$ cat config.mk
export PLATFORM = sky130hd
export DESIGN_NAME = qrfi_cand_gen
export DESIGN_NICKNAME = d
export VERILOG_FILES = /design/src/hw/rtl/qr_format_info_decoder_core_defines.svh /design/src/hw/rtl/qrfi_pkg.sv /design/src/hw/rtl/qrfi_cand_gen.sv
export SDC_FILE = /design/constraint.sdc
export NUM_CORES = 1
export LEC_CHECK = 0
export BUFFER_PORTS_ARGS = -buffer_cell sky130_fd_sc_hd__buf_2
export CAP_MARGIN = 20
export CORE_AREA = 2 2 105 107
export DETAILED_ROUTE_END_ITERATION = 6
export DIE_AREA = 0 0 107 109
export GPL_TIMING_DRIVEN = 0
export SLEW_MARGIN = 10
export SYNTH_ARGS = -nofsm -noshare
export SYNTH_HDL_FRONTEND = slang
export SYNTH_SLANG_ARGS = --single-unit
$ cat constraint.sdc
create_clock -name vclk -period 1.7
set_clock_uncertainty 0.2 [all_clocks]
set_input_delay 0.34 -clock vclk [all_inputs]
set_output_delay 0.34 -clock vclk [all_outputs]
set_load 0.005 [all_outputs]
$ cat src/hw/rtl/qr_format_info_decoder_core_defines.svh
// Assertion macros shared by the format information decoder RTL.
`ifndef QR_FORMAT_INFO_DECODER_CORE_DEFINES_SVH
`define QR_FORMAT_INFO_DECODER_CORE_DEFINES_SVH

`ifndef SYNTH
// Same-cycle implication, checked on every rising clock edge out of reset.
`define QRFI_ASSERT_IMPLY(name, clk, rst_n, ante, cons) \
    name: assert property (@(posedge clk) disable iff (!rst_n) (ante) |-> (cons)) \
        else $error("qrfi: implication check failed");
// Next-cycle implication.
`define QRFI_ASSERT_NEXT(name, clk, rst_n, ante, cons) \
    name: assert property (@(posedge clk) disable iff (!rst_n) (ante) |=> (cons)) \
        else $error("qrfi: next-cycle check failed");
`else
`define QRFI_ASSERT_IMPLY(name, clk, rst_n, ante, cons)
`define QRFI_ASSERT_NEXT(name, clk, rst_n, ante, cons)
`endif

`endif

$ cat src/hw/rtl/qrfi_pkg.sv
// Types, constants and helper functions of the format information decoder.
package qrfi_pkg;

    // Search dimensions: three mask slots times four copies, 32 codewords.
    localparam int QRFI_NUM_MASKS  = 3;
    localparam int QRFI_NUM_COPIES = 4;
    localparam int QRFI_NUM_SLOTS  = QRFI_NUM_MASKS * QRFI_NUM_COPIES;
    localparam int QRFI_NUM_CODES  = 32;
    localparam int QRFI_GROUP_SIZE = 8;
    localparam int QRFI_NUM_GROUPS = QRFI_NUM_CODES / QRFI_GROUP_SIZE;

    // Standard Model 2 mask that the codeword table below carries.
    localparam logic [14:0] CODE_MASK_STD = 15'h5412;

    // Distance code of a disabled candidate: worse than any real distance.
    localparam logic [4:0] DIST_NONE = 5'd16;

    // Register reset values.
    localparam logic [14:0] MODEL2_MASK_RST = 15'h5412;
    localparam logic [14:0] MODEL1_MASK_RST = 15'h2825;
    localparam logic [14:0] MICRO_MASK_RST  = 15'h4445;

    // Mask kind codes reported with each result.
    localparam logic [1:0] MASK_MODEL2   = 2'd0;
    localparam logic [1:0] MASK_UNMASKED = 2'd1;
    localparam logic [1:0] MASK_MODEL1   = 2'd2;
    localparam logic [1:0] MASK_MICRO    = 2'd3;

    // Configuration register indexes.
    typedef enum logic [1:0] {
        CFG_SYMBOL_KIND = 2'd0,
        CFG_MODEL2_MASK = 2'd1,
        CFG_MODEL1_MASK = 2'd2,
        CFG_MICRO_MASK  = 2'd3
    } t_cfg_index;

    // BCH(15,5) codewords, stored with the standard Model 2 mask applied.
    localparam logic [14:0] MASKED_CODES [QRFI_NUM_CODES] = '{
        15'h5412, 15'h5125, 15'h5E7C, 15'h5B4B, 15'h45F9, 15'h40CE, 15'h4F97, 15'h4AA0,
        15'h77C4, 15'h72F3, 15'h7DAA, 15'h789D, 15'h662F, 15'h6318, 15'h6C41, 15'h6976,
        15'h1689, 15'h13BE, 15'h1CE7, 15'h19D0, 15'h0762, 15'h0255, 15'h0D0C, 15'h083B,
        15'h355F, 15'h3068, 15'h3F31, 15'h3A06, 15'h24B4, 15'h2183, 15'h2EDA, 15'h2BED
    };

    // Micro QR version M1..M4 selected by the three error correction bits.
    localparam logic [2:0] MICRO_VERSIONS [8] = '{
        3'd1, 3'd2, 3'd2, 3'd3, 3'd3, 3'd4, 3'd4, 3'd4
    };

    // One input item.
    typedef struct packed {
        logic [14:0] format_word_a;
        logic [15:0] format_word_b;
    } t_in_item;

    // One result item.
    typedef struct packed {
        logic [4:0] format_data;
        logic [3:0] bit_distance;
        logic [1:0] mask_kind;
        logic [1:0] copy_index;
        logic       mirrored;
        logic [2:0] ec_bits;
        logic [2:0] data_mask_id;
        logic [2:0] micro_version;
    } t_out_item;

    // Best match found so far: distance, codeword index and candidate slot.
    typedef struct packed {
        logic [4:0] hamming;
        logic [4:0] code_idx;
        logic [3:0] slot;
    } t_match;

    // Unmasked codeword for a given index.
    function automatic logic [14:0] code_word(input logic [4:0] idx);
        code_word = MASKED_CODES[idx] ^ CODE_MASK_STD;
    endfunction

    // Keep the earlier match unless the later one is strictly closer.
    function automatic t_match best_of(input t_match early, input t_match late);
        best_of = (late.hamming < early.hamming) ? late : early;
    endfunction

endpackage

$ cat src/hw/rtl/qrfi_cand_gen.sv
// Candidate word builder: copies, dark module strip, mirroring and mask XOR.
module qrfi_cand_gen (
    input  qrfi_pkg::t_in_item                             i_item,
    input  logic                                           i_micro,
    input  logic [14:0]                                    i_model2_mask,
    input  logic [14:0]                                    i_model1_mask,
    input  logic [14:0]                                    i_micro_mask,
    output logic [qrfi_pkg::QRFI_NUM_SLOTS-1:0][14:0]      o_cand,
    output logic [qrfi_pkg::QRFI_NUM_SLOTS-1:0]            o_cand_en
);
    import qrfi_pkg::*;

    logic [QRFI_NUM_COPIES-1:0][14:0] copies;
    logic [QRFI_NUM_MASKS-1:0][14:0]  masks;
    logic [14:0]                      b_strip8;
    logic [14:0]                      b_strip7;

    // Reverse the bit order of a 15-bit word.
    function automatic logic [14:0] flip15(input logic [14:0] v);
        logic [14:0] r;
        for (int i = 0; i < 15; i++) begin
            r[14 - i] = v[i];
        end
        flip15 = r;
    endfunction

    // Word b with the dark module removed, as read and in mirrored position.
    assign b_strip8 = {i_item.format_word_b[15:9], i_item.format_word_b[7:0]};
    assign b_strip7 = {i_item.format_word_b[15:8], i_item.format_word_b[6:0]};

    // The four copies in search order.
    assign copies[0] = i_item.format_word_a;
    assign copies[1] = b_strip8;
    assign copies[2] = flip15(i_item.format_word_a);
    assign copies[3] = flip15(b_strip7);

    // Mask slots; Micro QR uses only the first slot.
    assign masks[0] = i_micro ? i_micro_mask : i_model2_mask;
    assign masks[1] = '0;
    assign masks[2] = i_model1_mask;

    // Slot m * 4 + c holds copy c under mask m.
    always_comb begin
        for (int m = 0; m < QRFI_NUM_MASKS; m++) begin
            for (int c = 0; c < QRFI_NUM_COPIES; c++) begin
                o_cand[m * QRFI_NUM_COPIES + c] = copies[c] ^ masks[m];
                if (i_micro) begin
                    o_cand_en[m * QRFI_NUM_COPIES + c] = (m == 0) && (c == 0 || c == 2);
                end else begin
                    o_cand_en[m * QRFI_NUM_COPIES + c] = 1'b1;
                end
            end
        end
    end

endmodule

[After elaboration in Yosys (flattened, before gate mapping)]
Index checks and enable logic that the tools add are counted.
Storage, ports and cells
  output and inout bits: 192
  register bits after elaboration: 0
  word-level logic and storage cells: 10
Cells by class
  bitwise operators: 8
  muxes and demuxes: 2
Operator list (number)
  15-bit bitwise XOR: 8
  15-bit two-way mux: 1
  1-bit two-way mux: 1

[Logic depth before layout (Yosys ltp)]
Gate-level depths: netlist (run 1).
  depth after elaboration: 2
  depth in mapped cells: 5
  depth with buffers taken out: 2

[Worst setup path before layout (run 1)]
OpenSTA, ideal clock, no wires.
  kind: input to output
  start point: input port i_micro
  end point: output port o_cand[37] (netlist bit)
  stages on the path: 5
  buffers on the path: 3
  arrival time: 1.277 ns
  setup slack: -0.117 ns
  cell sequence: buf_6 buf_8 mux2i_4 xnor2_1 buf_4
RTL lines
  from (decl): line qrfi_cand_gen.sv:4  | input logic i_micro,
  to (decl): line qrfi_cand_gen.sv:8  | output logic [qrfi_pkg::QRFI_NUM_SLOTS-1:0][14:0] o_cand,

==> flow_summary.json, run 1 <==
{
  "outcome": "finished with violations",
  "violations": "negative setup slack",
  "slew_violations": 0,
  "initial_utilization_pct": 17.71,
  "rows": 38,
  "flops_and_latches": 0,
  "end_kind": "output pin",
  "gp_congestion": 0.7290,
  "max-cap-violations": 0,
  "ys_types": 9,
  "avgSynthCellArea_um2": 8.943,
  "num-clock-buffers": 0,
  "tns_ns": -3.451,
  "fmax_mhz": 537.2,
  "via_per_inst": 3.597,
  "crit_required_ns": 1.16,
  "grt_max_degree": 11,
  "hold_path_class": "in -> out",
  "cp_max_fo": 8,
  "area_growth_pct": 87.08,
  "drt_wl_total_mm": 7.149,
  "dr.pass1.iters": 3,
  "fin_crit_sh_pct": 109.5,
  "first_global_vias": 1887,
  "ys_warn_count": 0,
  "syn-cell-area_um2": 1878,
  "final_cells": 620,
  "min_path_cells": 3,
  "ir_worst_vdd_uv": 142.8,
  "via_count": 2230,
  "path_cells": "buf_16, buf_16, mux2i_4, xnor2_2, buf_4, buf_6",
  "drc_errors": 0,
  "holdWs_ns": 0.7739,
  "fp.dieArea_um2": 11660,
  "drt_iter0_markers": 48,
  "fin_util_pct": 33.14,
  "fp.coreArea_um2": 10600,
  "fin_nets": 559,
  "grt_pass1_wl_mm": 10.06,
  "crit_type": "in -> out",
  "final_layout_size_suffix_gt1_share_pct": 74.79,
  "rsz0062_at_grt": "true",
  "max_stage_delay_ns": 0.32,
  "cp.arrival_ns": 1.32,
  "dieWidth_um": 107,
  "setup_viol": 53,
  "fin_ws_ns": -0.1616,
  "register_area_um2": 0,
  "grt_usage_pct": 10.61,
  "die_y_um": 109,
  "worst_slew_pin_slew_ns": 0.4818,
  "dp_cells": 617,
  "powerDensity_nw_per_um2": 341.6,
  "io_buffer_count": 266,
  "wl_per_cell_um": 11.53,
  "cellLeakagePower_nw": 1.918,
  "ios": 269,
  "synthCells": 210,
  "synth_seq_area_share_pct": 0,
  "crit_slowest_cell": "mux2i_4",
  "ant_nets": 0,
  "cpMostUsedCell": "buf_16",
  "antenna_cells": 0,
  "startpoint_type": "input port",
  "antenna_found_initial": 0,
  "finalHoldViolCount": 0,
  "place_hpwl_mm": 6.306,
  "maxSlewHeadroom_pct": 66.96,
  "fin_total_pwr_mw": 1.200,
  "grt-ovfl-total": 0,
  "fin_crit_ns": 1.862
}
## final cells by class
| cell class | instances | area [um2] |
|---|---|---|
| fillers | 1085 | 7089 |
| repair buffers | 269 | 1393 |
| multi-input cells | 135 | 1339 |
| plain buffers | 75 | 603.1 |
| well taps | 140 | 175.2 |
| inverters | 1 | 3.754 |
## kinds of logic after synthesis
| kind of cell | count (synthesis) | share of synthesized area (%) |
|---|---|---|
| xor+xnor | 118 | 55.03 |
| buf+inv | 76 | 30.78 |
| mux | 15 | 13.99 |
| other cells | 1 | 0.1997 |
## metal layers
layer	wire [um]	share of wire, %	vias to the layer above	global-route usage [%]
met3	635	8.9	0	1.435
li1	-	-	1114	-
met5	0	0	-	0
met2	3947	55	145	22.43
met1	2566	36	971	11.74
met4	0	0	0	0
## synthesized netlist by cell type
master	count	area [um2]
buf_4	73	548.0
buf_6	1	11.26
buf_8	1	15.01
conb_1	1	3.750
inv_1	1	3.750
mux2i_1	6	60.06
mux2i_4	9	202.7
xnor2_1	59	516.8
xor2_1	59	516.8
## cells in the final DEF, fill, tap and decap left out, drive strengths merged
cell type,netlist,routed
mux2i,15,15
inv,1,1
xor2,59,59
conb,1,2
xnor2,59,59
buf,75,344
## through the flow
step                setup slack (ns)  area, um2
finish                       -0.1616       3513
global route                 -0.1984       3513
CTS                          -0.1657       3498
detailed placement           -0.4253       3410
global placement             -0.4237       3410
floorplan                   -0.04036       1903
## worst max-delay path, delay by kind of cell
kind / cells / cell delay [ns]
xor gates and xnor gates: 1 / 0.15
buffers and inverters: 4 / 0.50
muxes: 1 / 0.32
## where the power goes
group | internal, mW | total, mW | leakage [nW] | switching [mW]
clock network | 0 | 0 | 0 | 0
registers | 0 | 0 | 0 | 0
logic | 0.675 | 1.20 | 1.92 | 0.525
## worst paths after layout
check / startpoint / endpoint / slack, ns
max: i_micro / o_cand[37] / -0.16
min: i_item[7] / o_cand[142] / 0.77
## repair_timing
item	CTS	global route
pin swaps	34	7
setup buffers	1	1
gates resized for setup	8	2
cloned	1	0
hold buffers	0	0
setup endpoints to repair	60	57
Power figures use the tool's default switching activity.
==> run 2: changes to the inputs <==
==> constraint.sdc (replaced) <==
create_clock -name vclk -period 1.7
set_clock_uncertainty 0.2 [all_clocks]
set_input_delay 0.17 -clock vclk [all_inputs]
set_output_delay 0.17 -clock vclk [all_outputs]
set_load 0.005 [all_outputs]
==> run 2 against run 1 <==
Net effect:
- final area shrank 3.4%
- final cell count shrank 0.48%
- die area is the same
- the run now ends clean
- maximum frequency grew 18%
==> flow_summary.json, run 2 (same netlist as run 1, synthesis figures left out) <==
{
  "first_global_vias": 2000,
  "outcome": "finished, final reports clean",
  "n_fill_cell": 1107,
  "cp_max_fo": 7,
  "flops_and_latches": 0,
  "p_clk_share_pct": 0,
  "fin_crit_sh_pct": 92.92,
  "drt_wl_total_mm": 7.230,
  "grt_usage_pct": 10.54,
  "grt-ovfl-total": 0,
  "fp.dieArea_um2": 11660,
  "dieWidth_um": 107,
  "design_area_um2": 3393,
  "crit_type": "in -> out",
  "finalHoldViolCount": 0,
  "crit_required_ns": 1.33,
  "fp.coreArea_um2": 10600,
  "place_hpwl_mm": 6.529,
  "cp.arrival_ns": 1.21,
  "slew_violations": 0,
  "final_common_cell": "buf_2",
  "cellLeakagePower_nw": 1.881,
  "io_buffer_count": 266,
  "initial_utilization_pct": 17.71,
  "startpoint_type": "input port",
  "max-cap-violations": 0,
  "num-clock-buffers": 0,
  "gp_congestion": 0.6929,
  "holdWs_ns": 0.4313,
  "wl_per_cell_um": 11.72,
  "drt_iter0_markers": 41,
  "setup_viol": 0,
  "hold_buffers": 0,
  "dp_cells": 617,
  "power_frac_comb_pct": 100.0,
  "fin_nets": 556,
  "rsz0062_at_grt": "false",
  "worst_slew_pin_slew_ns": 0.6491,
  "grt_max_degree": 11,
  "ant_nets": 0,
  "via_per_inst": 3.665,
  "hold_path_class": "in -> out",
  "p_sw_share_pct": 44.85,
  "fin_crit_ns": 1.580,
  "grt_pass1_wl_mm": 9.963,
  "final_layout_size_suffix_gt1_share_pct": 73.38,
  "antenna_cells": 0,
  "dr.pass1.iters": 4,
  "final_cells": 617,
  "register_area_um2": 0,
  "place_area_um2": 3388,
  "ir_worst_vdd_uv": 155.4,
  "end_kind": "output pin",
  "maxSlewHeadroom_pct": 55.49,
  "p_seq_share_pct": 0,
  "fmax_mhz": 633.1,
  "p_switching_uw": 521.4,
  "drc_errors": 0,
  "ios": 269,
  "cts_resized": 0,
  "via_count": 2261,
  "die_y_um": 109,
  "rows": 38,
  "p_int_uw": 641.1,
  "powerDensity_nw_per_um2": 342.6,
  "antenna_found_initial": 0,
  "area_growth_pct": 80.68,
  "layout_common_cells": "buf_2, buf_4, xor2_1, xnor2_1, mux2i_4",
  "tns_ns": 0,
  "cts_setup_buffers": 0,
  "fin_util_pct": 32.00
}
## run 2: cell count changes in the layout (fill, tap and decap cells not counted), sizes merged
cell  delta
buf      -3
## run 2: critical path: stages
cell and delay (ns):
buf_6 0.12, mux2i_1 0.58, xnor2_1 0.20, buf_2 0.14
## run 2: worst paths after layout
path | startpoint | to | slack, ns | cells past startpoint
max | i_micro | o_cand[30] | 0.12 | 4
min | i_item[8] | o_cand[172] | 0.43 | 3
## run 2: power groups by stage
stage	combinational, mW	sequential (mW)	clock [mW]
2_1_floorplan	0.543	0	0
3_3_place_gp	1.17	0	0
3_5_place_dp	1.18	0	0
5_1_grt	1.27	0	0
4_1_cts	1.18	0	0
6_report	1.16	0	0
## run 2: cell type report
class                      instances  area (um2)  share of cell area (%)
buffer                            75       579.3                   17.07
multi-input combinational        135        1304                   38.42
timing repair buffer             266        1331                   39.23
inverter                           1       3.754                  0.1106
tap                              140       175.2                   5.162
## run 2: per-layer routing
metal | GRT usage (%) | vias to the layer above | share of wire [%]
met3 | 1.315 | 0 | 8.9
met2 | 21.66 | 155 | 53
met4 | 0 | 0 | 0
li1 | - | 1106 | -
met5 | 0 | - | 0
met1 | 12.23 | 1000 | 38
## run 2: per-stage QoR
stage | total power [mW] | setup slack (ns)
3_5_place_dp | 1.176 | 0.04866
4_1_cts | 1.181 | 0.04860
3_3_place_gp | 1.166 | 0.05873
6_report | 1.162 | 0.1204
2_1_floorplan | 0.5432 | 0.2225
5_1_grt | 1.274 | 0.05038
==> run 3: changes to the inputs <==
Settings changed: PLACE_DENSITY_LB_ADDON set to 0.25.
==> run 3 against run 2 <==
Net effect:
- hold slack gained 0.013 ns
- critical path type unchanged
- non-clock buffer count is the same
- highest routed layer is now met4
- final area is the same
- combinational power is essentially flat
- largest cell class unchanged
==> flow_summary.json, run 3 (same netlist as run 1, synthesis figures left out) <==
{
  "outcome": "finished, final reports clean",
  "p_seq_share_pct": 0,
  "crit_required_ns": 1.33,
  "grt_max_degree": 11,
  "design_area_um2": 3393,
  "setup_viol": 0,
  "io_buffer_count": 266,
  "gp_congestion": 0.7163,
  "rsz0062_at_grt": "true",
  "antenna_found_initial": 0,
  "cp_max_fo": 10,
  "cellLeakagePower_nw": 1.881,
  "final_layout_size_suffix_gt1_share_pct": 73.38,
  "num-clock-buffers": 0,
  "final_common_cell": "buf_2",
  "drt_iter0_markers": 46,
  "first_global_vias": 1866,
  "rows": 38,
  "antenna_cells": 0,
  "worst_slew_pin_slew_ns": 0.6298,
  "fp.dieArea_um2": 11660,
  "grt_usage_pct": 9.689,
  "wl_per_cell_um": 11.02,
  "hold_path_class": "in -> out",
  "crit_type": "in -> out",
  "flops_and_latches": 0,
  "final_cells": 617,
  "cts_setup_buffers": 0,
  "slew_violations": 0,
  "p_sw_share_pct": 44.36,
  "place_area_um2": 3388,
  "ios": 269,
  "fin_ws_ns": 0.1064,
  "ir_worst_vdd_uv": 132.6,
  "via_count": 2221,
  "grt-ovfl-total": 0,
  "power_frac_comb_pct": 100.0,
  "fin_crit_sh_pct": 93.74,
  "dieWidth_um": 107,
  "die_y_um": 109,
  "finalHoldViolCount": 0,
  "drt_wl_total_mm": 6.801,
  "register_area_um2": 0,
  "via_per_inst": 3.600,
  "powerDensity_nw_per_um2": 339.7,
  "hold_buffers": 0,
  "holdWs_ns": 0.4440,
  "place_ws_ns": 0.01428,
  "end_kind": "output pin",
  "p_switching_uw": 511.3,
  "grt_pass1_wl_mm": 9.294,
  "dr.pass1.iters": 2,
  "ant_nets": 0,
  "max-cap-violations": 0,
  "fin_nets": 556,
  "initial_utilization_pct": 17.71,
  "startpoint_type": "input port",
  "place_hpwl_mm": 6.149,
  "dp_cells": 617,
  "layout_common_cells": "buf_2, buf_4, xor2_1, xnor2_1, mux2i_4",
  "drc_errors": 0,
  "fin_total_pwr_mw": 1.153,
  "fp.coreArea_um2": 10600,
  "cts_resized": 0,
  "maxSlewHeadroom_pct": 56.81,
  "p_int_uw": 641.3,
  "p_clk_share_pct": 0,
  "fin_crit_ns": 1.594,
  "fmax_mhz": 627.5,
  "cp.arrival_ns": 1.22,
  "area_growth_pct": 80.68
}
-- run 3: power groups by stage --
stage	clock network (mW)	registers (mW)	logic, mW
2_1_floorplan	0	0	0.543
3_3_place_gp	0	0	1.17
3_5_place_dp	0	0	1.17
4_1_cts	0	0	1.17
5_1_grt	0	0	1.26
6_report	0	0	1.15
-- run 3: routing by layer --
metal | wire length (um) | up-vias | global-route usage, %
met4 | 23 | 0 | 0.2783
met3 | 610 | 2 | 1.016
met2 | 3715 | 152 | 20.70
li1 | - | 1104 | -
met5 | 0 | - | 0
met1 | 2451 | 963 | 10.63
-- run 3: path summary, 6_finish.rpt --
check             start          end  cells after the start
min    i_model1_mask[7]  o_cand[172]                      3
max             i_micro   o_cand[37]                      6
-- run 3: per-stage QoR --
stage                      TNS [ns]  util (%)
after global routing      -0.004648     32.00
after floorplan                   0         -
after CTS                         0     31.96
after detailed placement          0     31.96
final                             0     32.00
after global placement            0     31.96
-- run 3: critical path, cell delays in order --
cell	delay [ns]
buf_6	0.14
buf_12	0.20
mux2i_4	0.31
xnor2_1	0.17
buf_4	0.13
buf_2	0.09
-- run 3: final cells by class --
type | count | area (um2)
Tap cell | 140 | 175.2
Fill cell | 1142 | 7209
Multi-Input combinational cell | 135 | 1304
Timing Repair Buffer | 266 | 1331
Inverter | 1 | 3.754
Buffer | 75 | 579.3
