<file path="config.mk">
export PLATFORM = sky130hd
export DESIGN_NAME = qrfi_best_select
export DESIGN_NICKNAME = d
export VERILOG_FILES = /design/src/hw/rtl/qr_format_info_decoder_core_defines.svh /design/src/hw/rtl/qrfi_pkg.sv /design/src/hw/rtl/qrfi_best_select.sv
export SDC_FILE = /design/constraint.sdc
export NUM_CORES = 1
export LEC_CHECK = 0
export ABC_AREA = 0
export BUFFER_PORTS_ARGS = -buffer_cell sky130_fd_sc_hd__buf_2
export CAP_MARGIN = 0
export CORE_MARGIN = 2
export CORE_UTILIZATION = 46
export DETAILED_ROUTE_END_ITERATION = 7
export PLACE_DENSITY = 0.91
export SLEW_MARGIN = 0
export SYNTH_ARGS = -nofsm -noshare
export SYNTH_HDL_FRONTEND = slang
export SYNTH_SLANG_ARGS = --single-unit
</file>
<file path="constraint.sdc">
create_clock -name vclk -period 7.75
set_clock_uncertainty 0.05 [all_clocks]
set_input_delay 0.3875 -clock vclk [all_inputs]
set_output_delay 0.3875 -clock vclk [all_outputs]
set_load 0.02 [all_outputs]
</file>
<file path="src/hw/rtl/qr_format_info_decoder_core_defines.svh">
// Assertion macros shared by the format information decoder RTL.
`ifndef QR_FORMAT_INFO_DECODER_CORE_DEFINES_SVH
`define QR_FORMAT_INFO_DECODER_CORE_DEFINES_SVH

`ifndef SYNTH
// Same-cycle implication, checked on every rising clock edge out of reset.
`define QRFI_ASSERT_IMPLY(name, clk, rst_n, ante, cons) \
    name: assert property (@(posedge clk) disable iff (!rst_n) (ante) |-> (cons)) \
        else $error("qrfi: implication check failed");
// Next-cycle implication.
`define QRFI_ASSERT_NEXT(name, clk, rst_n, ante, cons) \
    name: assert property (@(posedge clk) disable iff (!rst_n) (ante) |=> (cons)) \
        else $error("qrfi: next-cycle check failed");
`else
`define QRFI_ASSERT_IMPLY(name, clk, rst_n, ante, cons)
`define QRFI_ASSERT_NEXT(name, clk, rst_n, ante, cons)
`endif

`endif

</file>
<file path="src/hw/rtl/qrfi_pkg.sv">
// Types, constants and helper functions of the format information decoder.
package qrfi_pkg;

    // Search dimensions: three mask slots times four copies, 32 codewords.
    localparam int QRFI_NUM_MASKS  = 3;
    localparam int QRFI_NUM_COPIES = 4;
    localparam int QRFI_NUM_SLOTS  = QRFI_NUM_MASKS * QRFI_NUM_COPIES;
    localparam int QRFI_NUM_CODES  = 32;
    localparam int QRFI_GROUP_SIZE = 8;
    localparam int QRFI_NUM_GROUPS = QRFI_NUM_CODES / QRFI_GROUP_SIZE;

    // Standard Model 2 mask that the codeword table below carries.
    localparam logic [14:0] CODE_MASK_STD = 15'h5412;

    // Distance code of a disabled candidate: worse than any real distance.
    localparam logic [4:0] DIST_NONE = 5'd16;

    // Register reset values.
    localparam logic [14:0] MODEL2_MASK_RST = 15'h5412;
    localparam logic [14:0] MODEL1_MASK_RST = 15'h2825;
    localparam logic [14:0] MICRO_MASK_RST  = 15'h4445;

    // Mask kind codes reported with each result.
    localparam logic [1:0] MASK_MODEL2   = 2'd0;
    localparam logic [1:0] MASK_UNMASKED = 2'd1;
    localparam logic [1:0] MASK_MODEL1   = 2'd2;
    localparam logic [1:0] MASK_MICRO    = 2'd3;

    // Configuration register indexes.
    typedef enum logic [1:0] {
        CFG_SYMBOL_KIND = 2'd0,
        CFG_MODEL2_MASK = 2'd1,
        CFG_MODEL1_MASK = 2'd2,
        CFG_MICRO_MASK  = 2'd3
    } t_cfg_index;

    // BCH(15,5) codewords, stored with the standard Model 2 mask applied.
    localparam logic [14:0] MASKED_CODES [QRFI_NUM_CODES] = '{
        15'h5412, 15'h5125, 15'h5E7C, 15'h5B4B, 15'h45F9, 15'h40CE, 15'h4F97, 15'h4AA0,
        15'h77C4, 15'h72F3, 15'h7DAA, 15'h789D, 15'h662F, 15'h6318, 15'h6C41, 15'h6976,
        15'h1689, 15'h13BE, 15'h1CE7, 15'h19D0, 15'h0762, 15'h0255, 15'h0D0C, 15'h083B,
        15'h355F, 15'h3068, 15'h3F31, 15'h3A06, 15'h24B4, 15'h2183, 15'h2EDA, 15'h2BED
    };

    // Micro QR version M1..M4 selected by the three error correction bits.
    localparam logic [2:0] MICRO_VERSIONS [8] = '{
        3'd1, 3'd2, 3'd2, 3'd3, 3'd3, 3'd4, 3'd4, 3'd4
    };

    // One input item.
    typedef struct packed {
        logic [14:0] format_word_a;
        logic [15:0] format_word_b;
    } t_in_item;

    // One result item.
    typedef struct packed {
        logic [4:0] format_data;
        logic [3:0] bit_distance;
        logic [1:0] mask_kind;
        logic [1:0] copy_index;
        logic       mirrored;
        logic [2:0] ec_bits;
        logic [2:0] data_mask_id;
        logic [2:0] micro_version;
    } t_out_item;

    // Best match found so far: distance, codeword index and candidate slot.
    typedef struct packed {
        logic [4:0] hamming;
        logic [4:0] code_idx;
        logic [3:0] slot;
    } t_match;

    // Unmasked codeword for a given index.
    function automatic logic [14:0] code_word(input logic [4:0] idx);
        code_word = MASKED_CODES[idx] ^ CODE_MASK_STD;
    endfunction

    // Keep the earlier match unless the later one is strictly closer.
    function automatic t_match best_of(input t_match early, input t_match late);
        best_of = (late.hamming < early.hamming) ? late : early;
    endfunction

endpackage

</file>
<file path="src/hw/rtl/qrfi_best_select.sv">
// Final choice over all candidate slots and split of the winning data bits.
module qrfi_best_select (
    input  qrfi_pkg::t_match [qrfi_pkg::QRFI_NUM_SLOTS-1:0] i_slot_best,
    input  logic                                            i_micro,
    output qrfi_pkg::t_out_item                             o_item
);
    import qrfi_pkg::*;

    t_match [5:0] lvl1;
    t_match [2:0] lvl2;
    t_match       lvl3;
    t_match       winner;
    logic [14:0]  win_code;
    logic [4:0]   data;

    // Ordered tree: the earlier slot keeps a tie.
    always_comb begin
        for (int i = 0; i < 6; i++) begin
            lvl1[i] = best_of(i_slot_best[2 * i], i_slot_best[2 * i + 1]);
        end
        for (int i = 0; i < 3; i++) begin
            lvl2[i] = best_of(lvl1[2 * i], lvl1[2 * i + 1]);
        end
        lvl3   = best_of(lvl2[0], lvl2[1]);
        winner = best_of(lvl3, lvl2[2]);
    end

    assign win_code = code_word(winner.code_idx);
    assign data     = win_code[14:10];

    // Field split depends on the symbol kind.
    always_comb begin
        o_item.format_data  = data;
        o_item.bit_distance = winner.hamming[3:0];
        o_item.copy_index   = winner.slot[1:0];
        o_item.mirrored     = winner.slot[1];
        if (i_micro) begin
            o_item.mask_kind     = MASK_MICRO;
            o_item.ec_bits       = data[4:2];
            o_item.data_mask_id  = {1'b0, data[1:0]};
            o_item.micro_version = MICRO_VERSIONS[data[4:2]];
        end else begin
            o_item.mask_kind     = winner.slot[3:2];
            o_item.ec_bits       = {1'b0, data[4:3]};
            o_item.data_mask_id  = data[2:0];
            o_item.micro_version = '0;
        end
    end

endmodule

</file>
# Word-level counts from Yosys, hierarchy flattened
# Memories as Yosys holds them, arrays and structs flattened.
# Cells that the tools add are included.
totals:
  regBits: 0
  latchBits: 0
  ram_bits: 0
  romBits: 504
  output_inout_bits: 23
  wordCells: 35
  mem_count: 2
mem_list:
  columns: ["name", "depth", "width", "rd", "rd_ports_with_merged_regs", "write_ports", "line", "rtl"]
  rows:
  - ["(no name shown)", 32, 15, 1, 0, 0, "qrfi_pkg.sv:77", "code_word = MASKED_CODES[idx] ^ CODE_MASK_STD;"]
  - ["(no name shown)", 8, 3, 1, 0, 0, "qrfi_best_select.sv:41", "o_item.micro_version = MICRO_VERSIONS[data[4:2]];"]
classes:
  addsub: 0
  n_mul: 0
  div: 0
  magnitude_cmp: 13
  n_eq_ne: 0
  n_shift: 0
  muxes: 17
  bitwise_logic: 3
  n_reduce_logical: 0
ops:
  columns: ["operator", "n"]
  rows:
  - ["14-bit two-way mux", 10]
  - ["5-bit less-than comparator", 11]
  - ["15-bit two-way mux", 2]
  - ["13-bit two-way mux", 1]
  - ["9-bit two-way mux", 1]
  - ["6-bit greater-or-equal comparator (second input constant)", 1]
  - ["3-bit two-way mux", 2]
  - ["5-bit NOT with 6-bit output", 1]
  - ["5-bit NOT", 1]
  - ["4-bit greater-or-equal comparator (second input constant)", 1]
  - ["3-bit NOT with 4-bit output", 1]
  - ["2-bit two-way mux", 1]

# Logic depth before layout (Yosys ltp)
# Gate-level depths: netlist (run 1).
logic_depth:
  word_depth: 18
  mapped_depth: 35

# Worst setup path before layout (run 1)
# No wires, ideal clock.
synth_path:
  path_kind: "input -> output"
  start: "input port i_slot_best[97] (netlist name)"
  end: "output port o_item[0] (netlist name)"
  t_arrival_ns: 7.331
  required_time_ns: 7.312
  path_slack_ns: -0.019
  stages: 32
  path_cell_list: "inv_1 ha_1 nand4_1 o221ai_2 clkbuf_1 mux2i_1 inv_1 ha_1 a21oi_1 nor2b_1 clkbuf_1 clkbuf_1 mux2i_1 ha_1 nand2_1 inv_1 o221a_2 a21oi_4 buf_2 buf_2 a21oi_1 ha_1 nand4_1 inv_1 nand2b_1 o221a_2 nand2_1 buf_2 mux2i_1 inv_1 ha_1 a221oi_1"
synth_lines:
  columns: ["element", "line", "rtl"]
  rows:
  - ["start: declaration", "qrfi_best_select.sv:3", "input qrfi_pkg::t_match [qrfi_pkg::QRFI_NUM_SLOTS-1:0] i_slot_best,"]
  - ["end: declaration", "qrfi_best_select.sv:5", "output qrfi_pkg::t_out_item o_item"]

==> qor.yml, run 1 <==
cells_and_area:
  diodes: 0
  fin_area_um2: 4158
  multi_input_area_um2: 2849
  nFlopsAndLatches: 0
  fillerInstances: 566
  final_cell_mix: "buf_2 (192), mux2i_1 (64), a21oi_1 (43)"
  seqCellArea_um2: 0
  area_growth_pct: 36.36
  final_common_cell: "buf_2"
  nClkBuffers: 0
  fin_nets: 804
  drive_above_1_share: 0.4349
sta:
  hold_viol_final: 0
  setup_violations: 0
  min_period_ns: 7.171
  worst_pin_slew_ns: 0.9848
  post-route-period-util: 0.9254
  fin_setup_tns_ns: 0
  drv_slew: 0
  max_freq_mhz: 139.4
  rsz0062_at_grt: "false"
  slew_headroom: 0.3435
drt:
  dr.pass1.iters: 6
  drcViolationCount: 1
  viasPerCell: 5.633
  final_antenna_net_count: 0
  vias: 3763
  wl_per_cell_um: 15.30
  drtIter0Drc: 101
  routed_wl_um: 10220
worst_setup_path:
  end_kind: "output pin"
  cp.arrival_ns: 6.73
  path_class: "in2out"
  cp_max_fo: 13
  crit_path_max_incr_delay_ns: 0.36
  critical_path_required_ns: 7.31
  cp_common_cell: "ha_1"
  crit_path_start_kind: "input port"
  cp_slowest_cell: "o221ai_4"
floorplanning:
  rows: 29
  dieWidth_um: 85.42
  die_area_um2: 7296
  ios: 192
  coreArea_um2: 6386
  die_y_um: 85.42
  start_util: 0.4775
power:
  p_per_area_nw_per_um2: 274.6
  leakagePower_nw: 2.320
  peakVddDrop_mv: 0.5605
synth:
  yosysSeqAreaShare: 0
  syn_area_um2: 3049
  syn_avg_cell_area_um2: 7.529
  ys_types: 52
  synthCells: 405
  yosysWarnings: 0
  syn_nets: 616
place:
  dpl-instance-area_um2: 4103
  dpl.hpwl_um: 8954
  io_buffers: 192
  gp_congestion: 0.9340
min_path:
  worstHoldPathType: "in2out"
grt:
  grt_start_max_net_pins: 19
  grt_pass1_wl_um: 15990
  grt_use_total: 0.2605
  grt_overflow_total: 0
  grt_pass1_vias: 3826
  antenna_found_initial: 0
run_status:
  violations: "design-rule violations"
  status: "finished with violations"
flow_run:
  max-cap-violations: 0
-- power breakdown --
| group | switching (W) | internal [W] | leakage, nW |
|---|---|---|---|
| Sequential | 0 | 0 | 0 |
| Clock | 0 | 0 | 0 |
| Combinational | 0.000698 | 0.000444 | 2.32 |
-- through the flow --
stage / std cells / setup slack (ns) / hold slack (ns) / utilization / power, W
after global placement: 665 / 0.6355 / 1.094 / 0.6424 / 0.001099
after CTS: 665 / 0.2684 / 1.099 / 0.6424 / 0.001130
final: 668 / 0.5785 / 1.102 / 0.6511 / 0.001142
after global routing: 668 / 0.02768 / 1.127 / 0.6511 / 0.001235
after floorplan: 405 / 0.05707 / 0.8959 / - / 0.0008302
after detailed placement: 665 / 0.3002 / 1.095 / 0.6424 / 0.001125
-- cell type report --
type / instances / share of cell area
Multi-Input combinational cell: 345 / 0.6852
Timing Repair Buffer: 205 / 0.2546
Tap cell: 77 / 0.02317
Inverter: 41 / 0.03701
-- final timing paths --
kind	from	to	slack, ns	depth (start not counted)
max	i_slot_best[97]	o_item[1]	0.58	32
min	i_micro	o_item[13]	1.10	3
-- layer usage --
| metal | global-route usage | part of all wire |
|---|---|---|
| met1 | 0.2814 | 0.40 |
| met4 | 0.07937 | 0.030 |
| met2 | 0.5249 | 0.51 |
| met5 | 0 | 0 |
| met3 | 0.02140 | 0.066 |
-- worst max-delay path: cells and delay by family --
family | cells | cell delay (ns)
mux | 3 | 0.83
simple gates | 6 | 0.75
buf+inv | 8 | 1.08
compound gates | 10 | 2.29
fa+ha+maj | 5 | 1.38
-- kinds of logic after synthesis --
family	count (synthesis)	synth area share
AO/OA/AOI/OAI	133	0.3049
multiplexers	94	0.3233
AND/OR/NAND/NOR	74	0.1133
buffers and inverters	60	0.07961
adder cells (fa/ha/maj)	44	0.1789
-- synth_stat cells (all sizes together) (2+ instances only) --
cell,count,area (um2)
inv,41,153.9
nand4,5,31.28
a211o,2,17.52
clkbuf,10,37.54
o31a,2,17.52
a31oi,2,12.51
nand3,2,10.01
mux2i,64,640.6
o21ai,22,113.9
a21bo,2,20.02
ha,42,525.5
a21oi,50,280.3
o22ai,2,12.51
nor2b,9,56.30
a21o,9,67.56
maj3,2,20.02
mux2,30,345.3
o211a,3,30.03
o221a,2,22.52
a211oi,13,102.6
o211ai,4,30.03
nand2b,4,25.02
o22a,2,17.52
o221ai,4,60.06
nor2,31,116.4
nand2,18,67.56
buf,9,51.29
a221oi,4,35.03
o31ai,2,20.02
-- what timing repair did --
action	4_1_cts	5_1_grt
gates resized for setup	0	4
hold buffers	0	0
setup endpoints to repair	0	3
buffers inserted	0	3
Note: power is estimated with default switching activity, not from simulation.
==> inputs of run 2 (changes only) <==
- RECOVER_POWER: unset -> 50
==> run 2 against run 1 <==
- the flow now finishes without violations
- non-clock buffer count unchanged
- worst hold slack better by 0.0025 ns
- core utilization fell by 0.12 points
- largest power group unchanged
- critical path depth is the same
- count of clock-buffer cells in the layout stayed put
- via count is the same
- wire length shrank 0.17%
- first-iteration DRC count is 7.9% lower
- worst setup slack lost 0.0081 ns
- combinational power hardly changed
==> qor.yml, run 2 (synthesis gave the netlist of run 1 again) <==
run_status:
  status: "complete, no violations"  # was finished with violations
floorplanning:
  coreArea_um2: 6386  # unchanged
  rows: 29  # unchanged
  die_area_um2: 7296  # unchanged
  die_y_um: 85.42  # unchanged
  start_util: 0.4775  # unchanged
  ios: 192  # unchanged
  dieWidth_um: 85.42  # unchanged
sta:
  drv_slew: 0  # unchanged
  slew_headroom: 0.3437  # was 0.3435
  rsz0062_at_grt: "false"  # unchanged
  worst_pin_slew_ns: 0.9844  # was 0.9848 ns
  post-route-period-util: 0.9264  # was 0.9254
  setup_violations: 0  # unchanged
  max_freq_mhz: 139.3  # was 139.4 MHz
  min_period_ns: 7.180  # was 7.171 ns
  fin_setup_tns_ns: 0  # unchanged
  hold_viol_final: 0  # unchanged
drt:
  dr.pass1.iters: 6  # unchanged
  drtIter0Drc: 93  # was 101
  routed_wl_um: 10210  # was 10220 um
  viasPerCell: 5.633  # unchanged
  final_antenna_net_count: 0  # unchanged
  wl_per_cell_um: 15.28  # was 15.30 um
  vias: 3763  # unchanged
  drcViolationCount: 0  # was 1
worst_setup_path:
  cp.arrival_ns: 6.74  # was 6.73 ns
  cp_slowest_cell: "o221ai_4"  # unchanged
  cp_common_cell: "ha_1"  # unchanged
  crit_path_start_kind: "input port"  # unchanged
  critical_path_required_ns: 7.31  # about the same
  end_kind: "output pin"  # unchanged
  crit_path_max_incr_delay_ns: 0.36  # about the same
  cp_max_fo: 13  # unchanged
  path_class: "in2out"  # unchanged
place:
  dpl-instance-area_um2: 4103  # unchanged
  gp_congestion: 0.9340  # unchanged
  io_buffers: 192  # unchanged
  dpl.hpwl_um: 8954  # unchanged
power:
  p_total_w: 0.001127  # was 0.001142 W
  power_frac_seq: 0  # about the same
  peakVddDrop_mv: 0.5545  # was 0.5605 mV
  power.switching_w: 0.0006984  # was 0.0006977 W
  p_clk_frac: 0  # about the same
  p_sw_frac: 0.6196  # was 0.6111
  p_int_w: 0.0004288  # was 0.0004440 W
  power_frac_comb: 1.000  # about the same
  p_per_area_nw_per_um2: 271.6  # was 274.6 nW/um2
  leakagePower_nw: 2.308  # was 2.320 nW
cells_and_area:
  nFlopsAndLatches: 0  # unchanged
  area_growth_pct: 36.11  # was 36.36%
  seqCellArea_um2: 0  # unchanged
  fin_nets: 804  # unchanged
  drive_above_1_share: 0.4264  # was 0.4349
  nClkBuffers: 0  # unchanged
  fin_area_um2: 4150  # was 4158 um2
  final_common_cell: "buf_2"  # unchanged
  diodes: 0  # unchanged
  final_cell_mix: "buf_2 (189), mux2i_1 (64), a21oi_1 (43)"  # was buf_2 (192), mux2i_1 (64), a21oi_1 (43)
grt:
  grt_pass1_wl_um: 15990  # unchanged
  top_usage_layer: "met2"  # unchanged
  grt_use_total: 0.2605  # unchanged
  grt_start_max_net_pins: 19  # unchanged
  grtUsageMet1: 0.2814  # unchanged
  grtUsageMet3: 0.02140  # unchanged
  antenna_found_initial: 0  # unchanged
  grt_pass1_vias: 3826  # unchanged
  grt_overflow_total: 0  # unchanged
  grt_use_met2: 0.5249  # unchanged
min_path:
  worstHoldPathType: "in2out"  # unchanged
flow_run:
  max-cap-violations: 0  # unchanged
run 2: routing by layer:
metal	share of wire	wire length, um
met5	0	0
met2	0.51	5160
met3	0.065	662
met1	0.40	4077
met4	0.030	304
run 2: final timing paths:
path / to / slack, ns / depth (start not counted) / start
worst min-delay path: o_item[13] / 1.10 / 3 / i_micro
worst max-delay path: o_item[1] / 0.57 / 32 / i_slot_best[97]
run 2: timing repair:
action,4_1_cts,5_1_grt
hold buffers,0,0
setup buffers,0,3
setup endpoints to repair,0,3
resized for setup,0,4
run 2: area by class of cell:
class                      count  area, um2
tap                           77      96.34
timing repair buffer         205       1051
inverter                      41      153.9
multi-input combinational    345       2849
fill                         569       2236
run 2: worst max-delay path: cells and delay by family:
family | cells | cell delay (ns)
compound gates | 10 | 2.30
fa+ha+maj | 5 | 1.38
buf+inv | 8 | 1.09
mux | 3 | 0.85
simple gates | 6 | 0.75
run 2: metrics by stage:
step | hold WS [ns] | util | instances | setup WS [ns]
after floorplan | 0.8959 | - | 405 | 0.05707
final | 1.105 | 0.6499 | 668 | 0.5704
after global routing | 1.127 | 0.6499 | 668 | 0.02248
after CTS | 1.099 | 0.6424 | 665 | 0.2684
after detailed placement | 1.095 | 0.6424 | 665 | 0.3002
after global placement | 1.094 | 0.6424 | 665 | 0.6355
run 2: power groups by stage:
stage	logic [W]	clock network [W]	registers (W)
floorplan	0.000830	0	0
global placement	0.00110	0	0
detailed placement	0.00112	0	0
CTS	0.00113	0	0
global route	0.00122	0	0
finish	0.00113	0	0
==> inputs of run 3 (changes only) <==
- BUFFER_PORTS_ARGS: -buffer_cell sky130_fd_sc_hd__buf_2 -> -buffer_cell sky130_fd_sc_hd__buf_4
==> run 3 against run 2 <==
- first-iteration DRC count rose by 34%
- sequential share of layout area did not move
- worst setup slack got worse by 0.0065 ns
- combinational power rose by 9%
- critical path depth fell by 2
- fmax barely moved
- design area rose by 11%
- core utilization rose by 7.1 points
- total power rose by 9.2%
==> qor.yml, run 3 (synthesis gave the netlist of run 1 again) <==
worst_setup_path:
  end_kind: "output pin"  # unchanged
  cp_slowest_cell: "o221ai_4"  # unchanged
  path_class: "in2out"  # unchanged
  cp_max_fo: 13  # unchanged
  critical_path_required_ns: 7.31  # about the same
  crit_path_start_kind: "input port"  # unchanged
  crit_path_max_incr_delay_ns: 0.40  # was 0.36 ns
  cp_common_cell: "ha_1"  # unchanged
  critPathLaunch: "i_slot_best[41]"  # was i_slot_best[97]
  endpoint: "o_item[1]"  # unchanged
  cp.arrival_ns: 6.75  # was 6.74 ns
place:
  dpl-instance-area_um2: 4591  # was 4103 um2
  preCtsSetupSlack_ns: 0.4215  # was 0.3002 ns
  dpl.hpwl_um: 9346  # was 8954 um
  dpl.cell_count: 666  # was 665
  gp_congestion: 0.9919  # was 0.9340
  io_buffers: 192  # unchanged
floorplanning:
  coreArea_um2: 6386  # unchanged
  rows: 29  # unchanged
  die_y_um: 85.42  # unchanged
  ios: 192  # unchanged
  die_area_um2: 7296  # unchanged
  start_util: 0.4775  # unchanged
  dieWidth_um: 85.42  # unchanged
sta:
  slew_headroom: 0.5055  # was 0.3437
  hold_viol_final: 0  # unchanged
  rsz0062_at_grt: "false"  # unchanged
  fin_setup_tns_ns: 0  # unchanged
  post-route-period-util: 0.9272  # was 0.9264
  worst_pin_slew_ns: 0.7417  # was 0.9844 ns
  fin_ws_ns: 0.5640  # was 0.5704 ns
  min_period_ns: 7.186  # was 7.180 ns
  drv_slew: 0  # unchanged
  max_freq_mhz: 139.2  # was 139.3 MHz
  setup_violations: 0  # unchanged
cells_and_area:
  fin_nets: 802  # was 804
  drive_above_1_share: 0.4244  # was 0.4264
  nClkBuffers: 0  # unchanged
  multi_input_area_um2: 2843  # was 2849 um2
  fillerInstances: 524  # was 569
  diodes: 0  # unchanged
  area_growth_pct: 50.92  # was 36.11%
  seqCellArea_um2: 0  # unchanged
  fin_area_um2: 4602  # was 4150 um2
  final_common_cell: "buf_4"  # was buf_2
  nFlopsAndLatches: 0  # unchanged
  final_cell_count_no_fill: 666  # was 668
  final_cell_mix: "buf_4 (199), mux2i_1 (64), a21oi_1 (43)"  # was buf_2 (189), mux2i_1 (64), a21oi_1 (43)
power:
  p_clk_frac: 0  # about the same
  p_sw_frac: 0.5781  # was 0.6196
  p_per_area_nw_per_um2: 267.5  # was 271.6 nW/um2
  p_int_w: 0.0005194  # was 0.0004288 W
  power_frac_seq: 0  # about the same
  leakagePower_nw: 2.466  # was 2.308 nW
  peakVddDrop_mv: 0.4504  # was 0.5545 mV
  power.switching_w: 0.0007118  # was 0.0006984 W
  power_frac_comb: 1.000  # about the same
drt:
  routed_wl_um: 10720  # was 10210 um
  wl_per_cell_um: 16.09  # was 15.28 um
  vias: 3843  # was 3763
  viasPerCell: 5.770  # was 5.633
  drtIter0Drc: 125  # was 93
  drcViolationCount: 0  # unchanged
  dr.pass1.iters: 4  # was 6
  final_antenna_net_count: 0  # unchanged
clock_network:
  ctsHoldBuffers: 0  # unchanged
  post_cts_buffers: 0  # unchanged
grt:
  grt_pass1_wl_um: 16650  # was 15990 um
  grt_pass1_vias: 3760  # was 3826
  grt_use_total: 0.2735  # was 0.2605
  grt_start_max_net_pins: 20  # was 19
  grt_overflow_total: 0  # unchanged
  antenna_found_initial: 0  # unchanged
flow_run:
  max-cap-violations: 0  # unchanged
min_path:
  worstHoldPathType: "in2out"  # unchanged
run_status:
  status: "complete, no violations"  # unchanged
## run 3: cell count changes in the layout (fill, tap and decap cells not counted)
| cell | previous run | this run |
|---|---|---|
| buf_2 | 189 | 0 |
| buf_4 | 12 | 199 |
| nor2b_2 | 1 | 0 |
| nor2b_4 | 0 | 1 |
| o221ai_2 | 2 | 3 |
| o221ai_4 | 2 | 1 |
## run 3: power by group through the flow
stage	combinational, W	sequential (W)	clock, W
floorplan	0.000830	0	0
global placement	0.00121	0	0
detailed placement	0.00124	0	0
CTS	0.00124	0	0
global route	0.00133	0	0
finish	0.00123	0	0
## run 3: area by class of cell
type	count	area share
multi-input combinational	345	0.6177
timing repair buffer	203	0.3279
inverter	41	0.03344
tap	77	0.02094
## run 3: worst max-delay path: cells and delay by family
family	cells	cell delay, ns
AOI/OAI and AO/OA	10	2.29
muxes	4	1.24
buffers and inverters	7	0.80
adders and majority gates	5	1.47
and+or+nand+nor	4	0.56
## run 3: worst min-delay path by stage
stage | start | end | slack (ns) | depth (start not counted)
floorplan | i_micro | o_item[12] | 0.90 | 1
global placement | i_micro | o_item[13] | 1.05 | 3
detailed placement | i_micro | o_item[12] | 1.05 | 3
CTS | i_micro | o_item[12] | 1.06 | 3
global route | i_micro | o_item[12] | 1.07 | 3
finish | i_micro | o_item[12] | 1.06 | 3
## run 3: per-layer routing
metal	up-vias	track usage	routed length (um)
met5	-	0	0
met4	0	0.09235	416
met3	34	0.03405	854
met2	182	0.5178	5387
met1	1733	0.3121	4062
li1	1894	-	-
## run 3: per-stage QoR
| step | total power, W | util | hold WS [ns] |
|---|---|---|---|
| after floorplan | 0.0008302 | - | 0.8959 |
| after global placement | 0.001212 | 0.7188 | 1.050 |
| after detailed placement | 0.001239 | 0.7188 | 1.053 |
| after CTS | 0.001245 | 0.7188 | 1.059 |
| after global routing | 0.001332 | 0.7206 | 1.066 |
| final | 0.001231 | 0.7206 | 1.060 |
## run 3: what timing repair did
action	in CTS	in global routing
hold endpoints to repair	0	0
setup endpoints to repair	0	2
resized for setup	0	4
